[config.mk]
export PLATFORM = sky130hd
export DESIGN_NAME = usvg_div_cell
export DESIGN_NICKNAME = d
export VERILOG_FILES = /design/src/rtl/usvg_pkg.sv /design/src/rtl/usvg_div_cell.sv
export SDC_FILE = /design/constraint.sdc
export NUM_CORES = 1
export LEC_CHECK = 0
export BUFFER_PORTS_ARGS = -buffer_cell sky130_fd_sc_hd__buf_2
export CAP_MARGIN = 20
export CORE_UTILIZATION = 30
export DETAILED_ROUTE_END_ITERATION = 6
export GPL_ROUTABILITY_DRIVEN = 0
export SYNTH_ARGS = -nofsm -noshare
export SYNTH_HDL_FRONTEND = slang
export SYNTH_SLANG_ARGS = --single-unit
[constraint.sdc]
create_clock -name clk -period 7.75 [get_ports clk]
set_input_delay 0.3875 -clock clk [delete_from_list [all_inputs] [get_ports clk]]
set_output_delay 0.3875 -clock clk [all_outputs]
set_load 0.005 [all_outputs]
[src/rtl/usvg_pkg.sv]
`default_nettype none
// ----------------------------------------------------------------------------
// usvg_pkg: shared types and constants of the UV sphere vertex strip generator
// Fixed field widths, pipeline depths and quarter-sine polynomial terms.
// ----------------------------------------------------------------------------
package usvg_pkg;

  localparam int unsigned MAX_SEGMENTS_DEF = 256;
  localparam int unsigned SEG_W    = 9;   // segments register and clamped count
  localparam int unsigned IDX_W    = 8;   // grid_row / grid_col
  localparam int unsigned POS_W    = 16;
  localparam int unsigned TEX_W    = 17;
  localparam int unsigned STRIP_W  = 16;
  localparam int unsigned CNT_W    = 3;
  localparam int unsigned PH_W     = 18;  // phase in 1/262144 turn
  localparam int unsigned QUO_W    = 19;  // floor(idx * 2^18 / d)
  localparam int unsigned DIV_CELLS = QUO_W;
  localparam int unsigned SINE_LAT = 7;
  localparam int unsigned SEG_RESET = 32;

  localparam logic [CNT_W-1:0] CNT_NONE = 3'd0;
  localparam logic [CNT_W-1:0] CNT_PAIR = 3'd2;
  localparam logic [CNT_W-1:0] CNT_QUAD = 3'd4;

  // quarter-sine Horner terms, Q30
  localparam logic [30:0] SIN_A1 = 31'd1686629713;
  localparam logic [30:0] SIN_A3 = 31'd693598668;
  localparam logic [30:0] SIN_A5 = 31'd85569306;
  localparam logic [30:0] SIN_A7 = 31'd5026995;
  localparam logic [30:0] SIN_A9 = 31'd172272;

  typedef struct packed {
    logic [QUO_W-1:0] quo;
    logic [7:0]       rem;
    logic [QUO_W-1:0] rnd;   // round-up flag after each step, newest in bit 0
  } div_lane_t;

  typedef struct packed {
    logic               oor;
    logic [CNT_W-1:0]   cnt;
    logic [STRIP_W-1:0] sa;
    logic [STRIP_W-1:0] sb;
    logic [STRIP_W-1:0] sc;
    logic [STRIP_W-1:0] sd;
    logic [TEX_W-1:0]   tu;
    logic [TEX_W-1:0]   tv;
  } side_t;

endpackage
`default_nettype wire

[src/rtl/usvg_div_cell.sv]
`default_nettype none
// ----------------------------------------------------------------------------
// usvg_div_cell: one restoring-division step
// Takes in one dividend bit, produces one quotient bit and its round flag.
// ----------------------------------------------------------------------------
module usvg_div_cell
  import usvg_pkg::*;
(
  input  wire logic      clk,
  input  wire logic [7:0] d,
  input  wire logic [6:0] h,
  input  wire logic      bit_in,
  input  wire div_lane_t lane_in,
  output div_lane_t      lane_out
);

  logic [8:0] t;
  logic       ge;
  logic [7:0] rem_new;
  logic       flag;

  always_comb begin
    t       = {lane_in.rem, bit_in};
    ge      = t >= {1'b0, d};
    rem_new = ge ? 8'(t - {1'b0, d}) : t[7:0];
    flag    = ({1'b0, rem_new} + {2'b00, h}) >= {1'b0, d};
  end

  always_ff @(posedge clk) begin
    lane_out.quo <= {lane_in.quo[QUO_W-2:0], ge};
    lane_out.rem <= rem_new;
    lane_out.rnd <= {lane_in.rnd[QUO_W-2:0], flag};
  end

endmodule
`default_nettype wire

== Word level (Yosys, flattened, before mapping) ==
Cells that the tools add are included.
Operators by class
  add/subtract/negate cells: 2
  order comparisons: 2
  mux-type cells: 1
Operators by type and width (number)
  $ge 9x8->1: 2
  $add 8x7->9: 1
  $mux 8: 1
  $sub 8x8->8: 1
Storage, ports and cells
  register bits after elaboration: 46
  bits of input ports: 63
  output and inout port bits: 46
  logic and storage cells: 8

== Logic depth before layout (Yosys ltp) ==
  depth in word-level cells: 4
  mapped depth: 18
  depth with buffers taken out: 18

== Worst setup path after synthesis ==
OpenSTA, ideal clock, no wires.
  path kind: input to register
  from: in d[4]
  to: reg lane_out[0] in the netlist's numbering
  data arrival time: 3789 ps
  required time: 7628 ps
  slack: 3840 ps
  cell stages on the path: 17
  path buffers: 0
  cell sequence: inv_1 > ha_1 > nand2_2 > nor2_4 > nand2_1 > o211ai_4 > mux2_4 > fa_1 > a21o_1 > a21oi_1 > xnor2_1 > ha_1 > a21o_1 > a21oi_1 > o21ai_0 > a21o_1 > a221o_1
On the way
  longest elaborated chain between the ends: 4
  elaborated cells between the ends (all ways): 5
  those cells by class: add/sub: 2; order compare: 2; mux: 1
RTL lines
  from (decl): RTL line usvg_div_cell.sv:10  | input wire logic [7:0] d,
  $ge 9x8->1: RTL line usvg_div_cell.sv:24  | ge = t >= {1'b0, d};
  via ge: RTL line usvg_div_cell.sv:18  | logic ge;
  $mux 8: RTL line usvg_div_cell.sv:25  | rem_new = ge ? 8'(t - {1'b0, d}) : t[7:0];
  via rem_new[1]: RTL line usvg_div_cell.sv:19  | logic [7:0] rem_new;
  $add 8x7->9: RTL line usvg_div_cell.sv:26  | flag = ({1'b0, rem_new} + {2'b00, h}) >= {1'b0, d};
  $ge 9x8->1: RTL line usvg_div_cell.sv:26
  via flag: RTL line usvg_div_cell.sv:20  | logic flag;
  to (decl): RTL line usvg_div_cell.sv:14  | output div_lane_t lane_out
The timed path passes the listed nets, and every way through them passes these cells.

== Worst setup path in the final report ==
Same ends and word-level chain as after synthesis.

==> reports/qor.yml <==
status:
  status: "finished clean"
grt:
  gr-total-overflow: 0
  antenna_found_initial: 0
  grt_pass1_vias: 1431
  grt_max_degree: 15
  grt_first_pass_wirelength_um: 6330
  grt_use_total_pct: 12.8
routing:
  drt_iter0_markers: 27
  vias_per_cell: 4.31
  post-route-drc-count: 0
  dr.pass1.iters: 3
  antenna_left: 0
  drt_wl_total_um: 4360
  via_count: 1494
  avgRoutedWirePerCell_um: 12.6
clocking:
  cts_buffer_depth: 2
  htree_levels: 2
  cts_resized: 0
  cts_buffers: 5
  clk_pin_slew_worst_paths_ns: 0.08
  cts_num_sinks: 46
  hold_buffers: 0
  cts_tree: "done"
  cts_setup_buffers: 0
  cts-root-buf: "clkbuf_8"
floorplan:
  die_x_um: 81.7
  rows: 28
  coreArea_mm2: 0.00603
  start_util_pct: 31.6
  die_y_um: 81.7
  io_pins: 109
  die_area_mm2: 0.00667
sta:
  worstMarginPinSlew_ns: 0.421
  finalCriticalPeriod_ns: 4.07
  rsz0062_at_grt: "false"
  max-slew-margin-rel_pct: 71.6
  hold_violations: 0
  finalWorstSetupSlack_ns: 3.68
  setup_violations: 0
  drv_slew: 0
  setup_tns_ns: 0
  fmaxAchievable_mhz: 246
  post-route-period-util_pct: 52.6
layout:
  reg_top3: "lane_out x46"
  largest_register: "lane_out"
  syn2layout_area_growth_pct: 38.0
  drive_above_1_share_pct: 47.1
  fin_area_mm2: 0.00263
  fin_nets: 360
  instances_no_fill: 347
  most-common-layout-cells: "106 x buf_2, 46 x dfxtp_1, 24 x ha_1"
  final_common_cell: "buf_2"
  largest_reg_flops: 46
  n_antenna_cell: 0
synthesis:
  ys_ff_latch: 46
  synth_top_area_share_pct: 48.4
  synthTopCellsByArea: "dfxtp_1 48%, ha_1 16%, mux2_4 4.7%"
  synth_seq_area_share_pct: 48.4
  synth.distinct_cells: 34
  yosysWarnings: 0
  synth_cells: 159
  syn-cell-area_mm2: 0.00190
  synth_top_area_cell: "dfxtp_1"
  syn_nets: 248
  syn_avg_cell_area_um2: 12.0
power:
  power_uw: 613
  power_density_mw_per_mm2: 233
  p_leak_uw: 0.00135
  ir_worst_vdd_uv: 172
place:
  dpl.cell_count: 339
  dpl.hpwl_um: 3790
  placed_cell_area_mm2: 0.00252
  pre_cts_slack_ns: 3.31
  port_buffers: 106
run:
  drv_cap: 0
worst_setup_path:
  crit_path_end_kind: "register"
  start_kind: "input pin"
  crit_arrival_ns: 4.25
  cp-endpoint: "lane_out[0]"
  worstSetupPathType: "in -> reg"
  critPathLaunch: "d[4]"
  cp.required_ns: 7.93
  cp_max_fo: 8
worst_hold_path:
  hold_path_class: "in -> reg"
-- synth_stat cells (all sizes together) --
master,instances
o211ai,2
mux2i,1
a211oi,1
a31oi,1
ha,24
nor4,2
xor2,5
a21o,6
inv,12
o21a,1
a2111oi,1
nand3,4
xnor2,6
a21oi,11
mux2,6
nor2,3
o41ai,1
nand2b,3
fa,2
o21ai,5
buf,1
nor2b,3
dfxtp,46
nor3,1
nand2,7
o2111ai,2
o21bai,1
a221o,1
-- final cells by class --
class	instances	area, µm²
clock buffers	6	72.6
clock inverters	2	37.5
fillers	593	3400
inverters	12	45.0
multi-input cells	100	927
flip-flops and latches	46	921
well taps	75	93.8
repair buffers	106	531
-- cells by family (layout without fill, tap and decap cells) --
group	count (synthesis)	after routing	share of synthesized area, %
xor+xnor	11	11	5.06
mux	7	7	5.26
fa+ha+maj	26	26	17.9
simple gates	23	23	6.77
buf+inv	13	126	2.96
compound gates	33	33	13.7
flops	46	46	48.4
-- per-stage QoR --
step | utilization (%) | hold slack, ns
3_3_place_gp | 41.8 | 0.490
5_1_grt | 43.6 | 0.174
4_1_cts | 43.6 | 0.181
3_5_place_dp | 41.8 | 0.491
6_report | 43.6 | 0.191
2_1_floorplan | - | 0.415
-- layer usage --
layer	share of wire (%)	global-route usage, %	vias to the layer above
li1	-	-	777
met1	34	11.2	642
met2	52	25.9	67
met3	12	4.22	8
met4	1.9	5.44	0
met5	0	0	-
-- worst min-delay path by stage --
stage / startpoint / endpoint / slack (ns) / cells past startpoint
CTS: lane_in[8] / lane_out[9] / 0.18 / 1
finish: lane_in[43] / lane_out[44] / 0.19 / 1
floorplan: lane_in[9] / lane_out[10] / 0.42 / 0
global route: lane_in[29] / lane_out[30] / 0.17 / 1
detailed placement: lane_in[8] / lane_out[9] / 0.49 / 1
global placement: lane_in[11] / lane_out[12] / 0.49 / 1
-- power breakdown --
part / internal [µW] / switching (µW) / leakage (µW)
sequential: 258 / 4.15 / 0.000388
clock: 96.1 / 74.4 / 0.0000514
combinational: 94.0 / 86.8 / 0.000906
total: 448 / 165 / 0.00135
-- worst max-delay path: stages --
cell	delay, ns
buf_2	0.07
inv_1	0.05
ha_1	0.40
nand2_2	0.12
nor2_4	0.13
nand2_1	0.10
o211ai_4	0.38
mux2i_1	0.17
ha_1	0.24
fa_1	0.41
a21o_1	0.20
a21oi_1	0.24
xnor2_1	0.15
ha_1	0.26
a21o_1	0.16
a21oi_1	0.12
o21ai_0	0.12
a21o_1	0.20
a221o_1	0.33
No activity file was read; power rests on OpenSTA's default activity.
